==> src/sv/llh_pkg.sv <==
// shared types and constants of the log-linear latency histogram
// no dependencies; compile first
package llh_pkg;

  // fixed field widths
  localparam int OP_BITS  = 3;
  localparam int LAT_BITS = 64;

  // operation codes of an input word
  typedef enum logic [OP_BITS-1:0] {
    OP_RECORD = 3'd0,
    OP_COUNT  = 3'd1,
    OP_TOTAL  = 3'd2,
    OP_MIN    = 3'd3,
    OP_MAX    = 3'd4,
    OP_RANK   = 3'd5
  } op_e;

  // commands from the controller to the datapath
  typedef struct packed {
    logic capture;
    logic clear_we;
    logic find_byte;
    logic find_len;
    logic find_idx;
    logic rec_read;
    logic rec_write;
    logic walk_read;
    logic load_out;
  } cmd_t;

  // status from the datapath to the controller
  typedef struct packed {
    logic addr_last;
    logic out_valid;
  } stat_t;

endpackage

==> src/sv/llh_ctrl.sv <==
// controller of the histogram: clearing pass, record sequence, store walk
// depends on llh_pkg for command, status and operation codes
module llh_ctrl (
  input  logic                        clk_i,
  input  logic                        rst_ni,
  input  logic                        in_valid_i,
  input  logic [llh_pkg::OP_BITS-1:0] in_op_i,
  output logic                        in_ready_o,
  input  llh_pkg::stat_t              status_i,
  output llh_pkg::cmd_t               cmd_o
);

  typedef enum logic [3:0] {
    ST_CLEAR,
    ST_IDLE,
    ST_REC_BYTE,
    ST_REC_LEN,
    ST_REC_IDX,
    ST_REC_READ,
    ST_REC_WRITE,
    ST_WALK,
    ST_DRAIN1,
    ST_DRAIN2,
    ST_FINISH
  } state_e;

  state_e state_q, state_d;
  logic   accept;

  assign in_ready_o = (state_q == ST_IDLE);
  assign accept     = in_ready_o && in_valid_i;

  // next state
  always_comb begin
    state_d = state_q;
    unique case (state_q)
      ST_CLEAR:     if (status_i.addr_last) state_d = ST_IDLE;
      ST_IDLE: begin
        if (accept) begin
          if (in_op_i == llh_pkg::OP_RECORD) begin
            state_d = ST_REC_BYTE;
          end else if (in_op_i == llh_pkg::OP_COUNT || in_op_i == llh_pkg::OP_TOTAL ||
                       in_op_i == llh_pkg::OP_MIN || in_op_i == llh_pkg::OP_MAX ||
                       in_op_i == llh_pkg::OP_RANK) begin
            state_d = ST_WALK;
          end
        end
      end
      ST_REC_BYTE:  state_d = ST_REC_LEN;
      ST_REC_LEN:   state_d = ST_REC_IDX;
      ST_REC_IDX:   state_d = ST_REC_READ;
      ST_REC_READ:  state_d = ST_REC_WRITE;
      ST_REC_WRITE: state_d = ST_IDLE;
      ST_WALK:      if (status_i.addr_last) state_d = ST_DRAIN1;
      ST_DRAIN1:    state_d = ST_DRAIN2;
      ST_DRAIN2:    state_d = ST_FINISH;
      ST_FINISH:    if (!status_i.out_valid) state_d = ST_IDLE;
      default:      state_d = ST_CLEAR;
    endcase
  end

  // command decode
  always_comb begin
    cmd_o           = '0;
    cmd_o.capture   = accept;
    cmd_o.clear_we  = (state_q == ST_CLEAR);
    cmd_o.find_byte = (state_q == ST_REC_BYTE);
    cmd_o.find_len  = (state_q == ST_REC_LEN);
    cmd_o.find_idx  = (state_q == ST_REC_IDX);
    cmd_o.rec_read  = (state_q == ST_REC_READ);
    cmd_o.rec_write = (state_q == ST_REC_WRITE);
    cmd_o.walk_read = (state_q == ST_WALK);
    cmd_o.load_out  = (state_q == ST_FINISH) && !status_i.out_valid;
  end

  // state register
  always_ff @(posedge clk_i or negedge rst_ni) begin
    if (!rst_ni) begin
      state_q <= ST_CLEAR;
    end else begin
      state_q <= state_d;
    end
  end

endmodule

==> config.mk <==
export PLATFORM = sky130hd
export DESIGN_NAME = llh_ctrl
export DESIGN_NICKNAME = d
export VERILOG_FILES = /design/src/sv/llh_pkg.sv /design/src/sv/llh_ctrl.sv
export SDC_FILE = /design/constraint.sdc
export NUM_CORES = 1
export LEC_CHECK = 0
export BUFFER_PORTS_ARGS = -buffer_cell sky130_fd_sc_hd__buf_2
export CORE_AREA = 5 5 42 44
export DETAILED_ROUTE_END_ITERATION = 6
export DIE_AREA = 0 0 47 49
export SLEW_MARGIN = 25
export SYNTH_ARGS = -nofsm -noshare
export SYNTH_HDL_FRONTEND = slang
export SYNTH_SLANG_ARGS = --single-unit
==> constraint.sdc <==
create_clock -name clk_i -period 2.33 [get_ports clk_i]
set_input_delay 0.233 -clock clk_i [delete_from_list [all_inputs] [get_ports clk_i]]
set_output_delay 0.233 -clock clk_i [all_outputs]
set_load 0.005 [all_outputs]
# After elaboration in Yosys (flattened, before gate mapping)
# Index checks and enable logic that the tools add are counted.
[word_totals]
ff_bits = 4
latchBits = 0
ram_bits = 0
romBits = 0
in_bits = 8
out_inout_bits = 10
elab_cells = 38
mem_count = 0
[classes]
addsub = 0
n_mul = 0
n_div = 0
order_cmp = 0
n_eq_ne = 20
shift = 0
n_mux = 7
n_bitwise = 0
reduce_logical = 10
[op_table]
columns = ["operator", "count"]
rows = [
  ["4-bit one-hot mux with 11 select lines", 1],
  ["4-bit 2-to-1 mux", 6],
  ["4-bit by 3-bit equality test with 1-bit output, second input constant", 4],
  ["4-bit equality test, second input constant", 3],
  ["4-bit by 2-bit equality test with 1-bit output, second input constant", 2],
  ["3-bit by 2-bit equality test with 1-bit output, second input constant", 2],
  ["3-bit equality test, second input constant", 2],
  ["2-bit != test, second input constant", 3],
  ["5-bit AND reduction", 1],
  ["4-bit by 1-bit equality test with 1-bit output, second input constant", 1],
  ["4-bit zero test", 1],
  ["1-bit logical OR", 4],
  ["3-bit by 1-bit equality test with 1-bit output, second input constant", 1],
  ["3-bit zero test", 1],
  ["3-bit by 1-bit != test with 1-bit output, second input constant", 1],
  ["1-bit logical AND", 2],
  ["2-bit by 1-bit != test with 1-bit output, second input constant", 1],
  ["1-bit zero test", 1],
]

# Depth between registers and ports, before layout
[depth]
ltp_word = 9
depth_mapped = 4
depth_no_buf = 3

# Least setup slack after synthesis
# Ideal clock, no wire load.
[synth_path]
path_type = "register -> output"
startpoint = "register state_q[2]"
endpoint = "output port cmd_o[8] (netlist bit)"
t_arrival_ns = 1.078
required_time_ns = 2.097
slack_ns = 1.019
path_stages_with_launch = 5
n_path_buf = 2
path_cell_list = "dfrtp_1 -> buf_2 -> nor3_1 -> and2_1 -> buf_4"
[synth_between]
elab_chain_cells = 2
[synth_lines]
columns = ["element", "line_no", "source"]
rows = [
  ["start: declaration", "llh_ctrl.sv:27", "state_e state_q, state_d;"],
  ["start signal: assignment", "llh_ctrl.sv:81", "state_q <= state_d;"],
  ["4-bit by 1-bit equality test with 1-bit output", "llh_ctrl.sv:30", "assign in_ready_o = (state_q == ST_IDLE);"],
  ["net in_ready_o", "llh_ctrl.sv:8", "output logic in_ready_o,"],
  ["1-bit logical AND", "llh_ctrl.sv:31", "assign accept = in_ready_o && in_valid_i;"],
  ["end: declaration", "llh_ctrl.sv:10", "output llh_pkg::cmd_t cmd_o"],
]
# The timed path passes the listed nets, and every way through them passes these cells.

==> impl_summary.md <==
Status
The run finished with clean final reports.

STA
At the pin with the least slew margin, the transition time is approximately 0.47 ns. The max-slew violation count is 0. The final hold violation count is 0. The worst pin sits at a relative slew slack of 0.686. Setup repair after global routing left no endpoint under its margin. The final count of negative-setup-slack endpoints is 0.

On the final layout, the worst clock skew is between 0.006 and 0.007 ns. Static timing analysis puts the maximum clock frequency at 615 MHz. The hold slack is 0.283 ns. Subtracting the final worst setup slack from the clock period gives ~1.6 ns. Of the available clock period, the critical path in the final layout requires 0.698. The sum of negative setup slack is 0 ns.

Pwr
The combinational power share is 0.563. The internal power consumption is ~0.36 mW. The design draws about 0.68 mW.

Of the total power, registers draw 0.310. The cell area power density is around 1300 nW/um^2. Of the total power, the share spent switching nets is 0.464.

The power spent charging and discharging nets is about 0.31 mW. The clock group share of total power is 0.127. The leakage dissipation is about 0.24 nW. The maximum VDD drop is between 500 and 600 uV.

Clock network
The number of buffers created by CTS is 3. The clock net in this run drives a total of 4 sinks. TritonCTS built the clock tree. The number of buffers inserted to repair setup after CTS is 0. The insertion delay of the later-clocked pin in the worst-skew pair is 0.24 ns. The clock passes through at most 2 buffers. After clock tree synthesis, the clock-pin slew on the worst setup and hold paths is around 0.04 ns.

The CTS root buffer is sky130_fd_sc_hd__clkbuf_4. The number of H-tree branching levels is 1.

Synthesis
The synthesis warning total is 0. The share of the Yosys chip area taken by registers is 0.242. The largest area contributor in the synthesized netlist is sky130_fd_sc_hd__dfrtp_1. In the post-synthesis netlist, the biggest area contributors are sky130_fd_sc_hd__dfrtp_1 24%, sky130_fd_sc_hd__nor3_1 7.3%, sky130_fd_sc_hd__a2111oi_4 6.7%, sky130_fd_sc_hd__nand2b_1 6.1%, sky130_fd_sc_hd__buf_4 5.5%. The average cell area after synthesis is 8.26 sq um. The fraction of registers with async set or reset after synthesis is 1.00. Among all flip-flop cells after synthesis, the most frequent one is sky130_fd_sc_hd__dfrtp_1.

The number of different library cells used by synthesis comes to 26. The net count after synthesis is 58. The portion of synthesized cell area occupied by the leading cell type is 0.242. The mapped netlist covers between 400 and 500 sq um. The number of cells produced by synthesis is 50. Synthesis inferred 4 register bits.

The number of enable flip-flop cells after synthesis is 0.

GRT
The number of antenna violations at the first check in global routing is 0. The total global-route track usage is 0.0891. Entering global routing, the biggest net connects 17 pins. The first global-routing pass estimated roughly 1500 um of wire. For this run the aggregate overflow at the end of global routing stands at 0. The number of global-route vias before repair is about 350.

Layout
0 antenna diodes ended up in the layout. Compared with the post-synthesis result, the final layout area differs by 25.5%. Leaving out fill and tap cells, the most frequent cells in the layout are 17 x sky130_fd_sc_hd__buf_2, 6 x sky130_fd_sc_hd__nor3_1, 5 x sky130_fd_sc_hd__nor2_1. In the final layout, the registers with the most flip-flops are state_q x4. The register with the most flip-flops in the layout has 4 of them. The leading cell type in the layout, fill and taps excluded is sky130_fd_sc_hd__buf_2. The fraction of final layout cells with drive strength greater than 1 is 0.348. For this run, the post-layout net count is 76. The design area is 518 sq um. The register with the highest flop count is state_q.

Floorplanning
The floorplan has 14 rows. The floorplan step defined a die boundary enclosing approximately 2300 sq um. The die width is about 47 um. 18 I/O pins were placed. Measured along the y axis, the die boundary spans between 40 and 50 um. The initial standard-cell utilization of the core is 0.295. The area of the core region is approximately 1400 sq um.

Worst setup path
The critical path arrival is 1.39 ns. The setup path with the least slack is of type reg -> out. The critical path endpoint category is a primary output.

The worst-path maximum fanout is 13. The startpoint kind of the worst setup timing path is a flop. Data on the critical path is required at its endpoint by around 2.1 ns.

Route
The count of TritonRoute iterations in the first routing pass is 4. The detail route stage leaves a number of antenna-violating nets equal to 0. In the routed design, unresolved DRC markers number 0. The post-detailed-route wirelength per cell is around 12 um. The mean number of vias per cell is between 5 and 6. The number of DRC markers after the initial detailed-route iteration is 9. The total number of vias is 420. The routed design has 957 um of wire.

Flow run
Across the run, the number of max-cap violations was 0.

Hold path
The type of the tightest min-delay check is in -> reg.

Placement
At the end of routability-driven placement, the weighted congestion stood at roughly 0.76. The cell area reported after detailed placement is 485 sq um. During placement, the flow inserted port buffers numbering 17. The HPWL after detailed placement is between 700 and 800 um.
## power groups by stage
stage	sequential (mW)	clock, mW	combinational (mW)
floorplan	0.129	0	0.383
global placement	0.212	0	0.382
detailed placement	0.210	0	0.385
CTS	0.210	0.0903	0.389
global route	0.227	0.0929	0.428
finish	0.210	0.0860	0.381
## through the flow
step / setup WS [ns] / cells / util
3_3_place_gp: 0.930 / 78 / 0.346
4_1_cts: 0.681 / 82 / 0.370
6_report: 0.705 / 82 / 0.370
3_5_place_dp: 0.940 / 78 / 0.346
5_1_grt: 0.558 / 82 / 0.370
2_1_floorplan: 1.02 / 50 / -
## layer usage
| layer | GRT usage | wire length, um | up-vias |
|---|---|---|---|
| met5 | 0 | 0 | - |
| met4 | 0.0553 | 20 | 0 |
| met3 | 0.0111 | 74 | 2 |
| met2 | 0.127 | 420 | 13 |
| met1 | 0.122 | 441 | 186 |
| li1 | - | - | 219 |
## area by class of cell
type	count	area (sq um)
fillers	161	883
multi-input cells	38	269
flip-flops and latches	4	100
repair buffers	18	95.1
clock buffers	3	22.5
well taps	16	20.0
inverters	3	11.3
## cells in the mapped netlist, types with 2 or more instances
library cell               n
sky130_fd_sc_hd__buf_2     2
sky130_fd_sc_hd__o21ai_0   2
sky130_fd_sc_hd__nor4_1    2
sky130_fd_sc_hd__a21boi_0  2
sky130_fd_sc_hd__nor3_1    6
sky130_fd_sc_hd__nor2_1    5
sky130_fd_sc_hd__and2_1    2
sky130_fd_sc_hd__inv_1     3
sky130_fd_sc_hd__buf_4     3
sky130_fd_sc_hd__nand2b_1  4
sky130_fd_sc_hd__dfrtp_1   4
## worst paths after layout
kind / startpoint / endpoint / slack [ns] / cells past startpoint
max: state_q[1]$_DFFE_PN0P_ / cmd_o[8] / 0.70 / 4
min: status_i[1] / state_q[3]$_DFFE_PN0P_ / 0.28 / 2
max reg2reg: state_q[1]$_DFFE_PN0P_ / state_q[0]$_DFFE_PN0P_ / 0.97 / 3
min reg2reg: state_q[1]$_DFFE_PN0P_ / state_q[1]$_DFFE_PN0P_ / 0.74 / 2
max in group asynchronous: rst_ni / state_q[2]$_DFFE_PN0P_ / 1.88 / 2
min in group asynchronous: rst_ni / state_q[3]$_DFFE_PN0P_ / 0.32 / 2
## critical path, stage by stage (launching register included)
cell and delay (ns):
sky130_fd_sc_hd__dfrtp_1 0.50, sky130_fd_sc_hd__nand2b_1 0.22, sky130_fd_sc_hd__nor3_1 0.19, sky130_fd_sc_hd__and2_1 0.15
sky130_fd_sc_hd__buf_2 0.10
## cell families after synthesis
kind of cell    synth area share
buf+inv                    0.106
compound gates             0.348
simple gates               0.303
flops                      0.242
## timing repair
action                    4_1_cts  5_1_grt
resized for setup               0        0
hold endpoints to repair        4        0
hold buffers                    1        0
No activity file was read; power rests on OpenSTA's default activity.
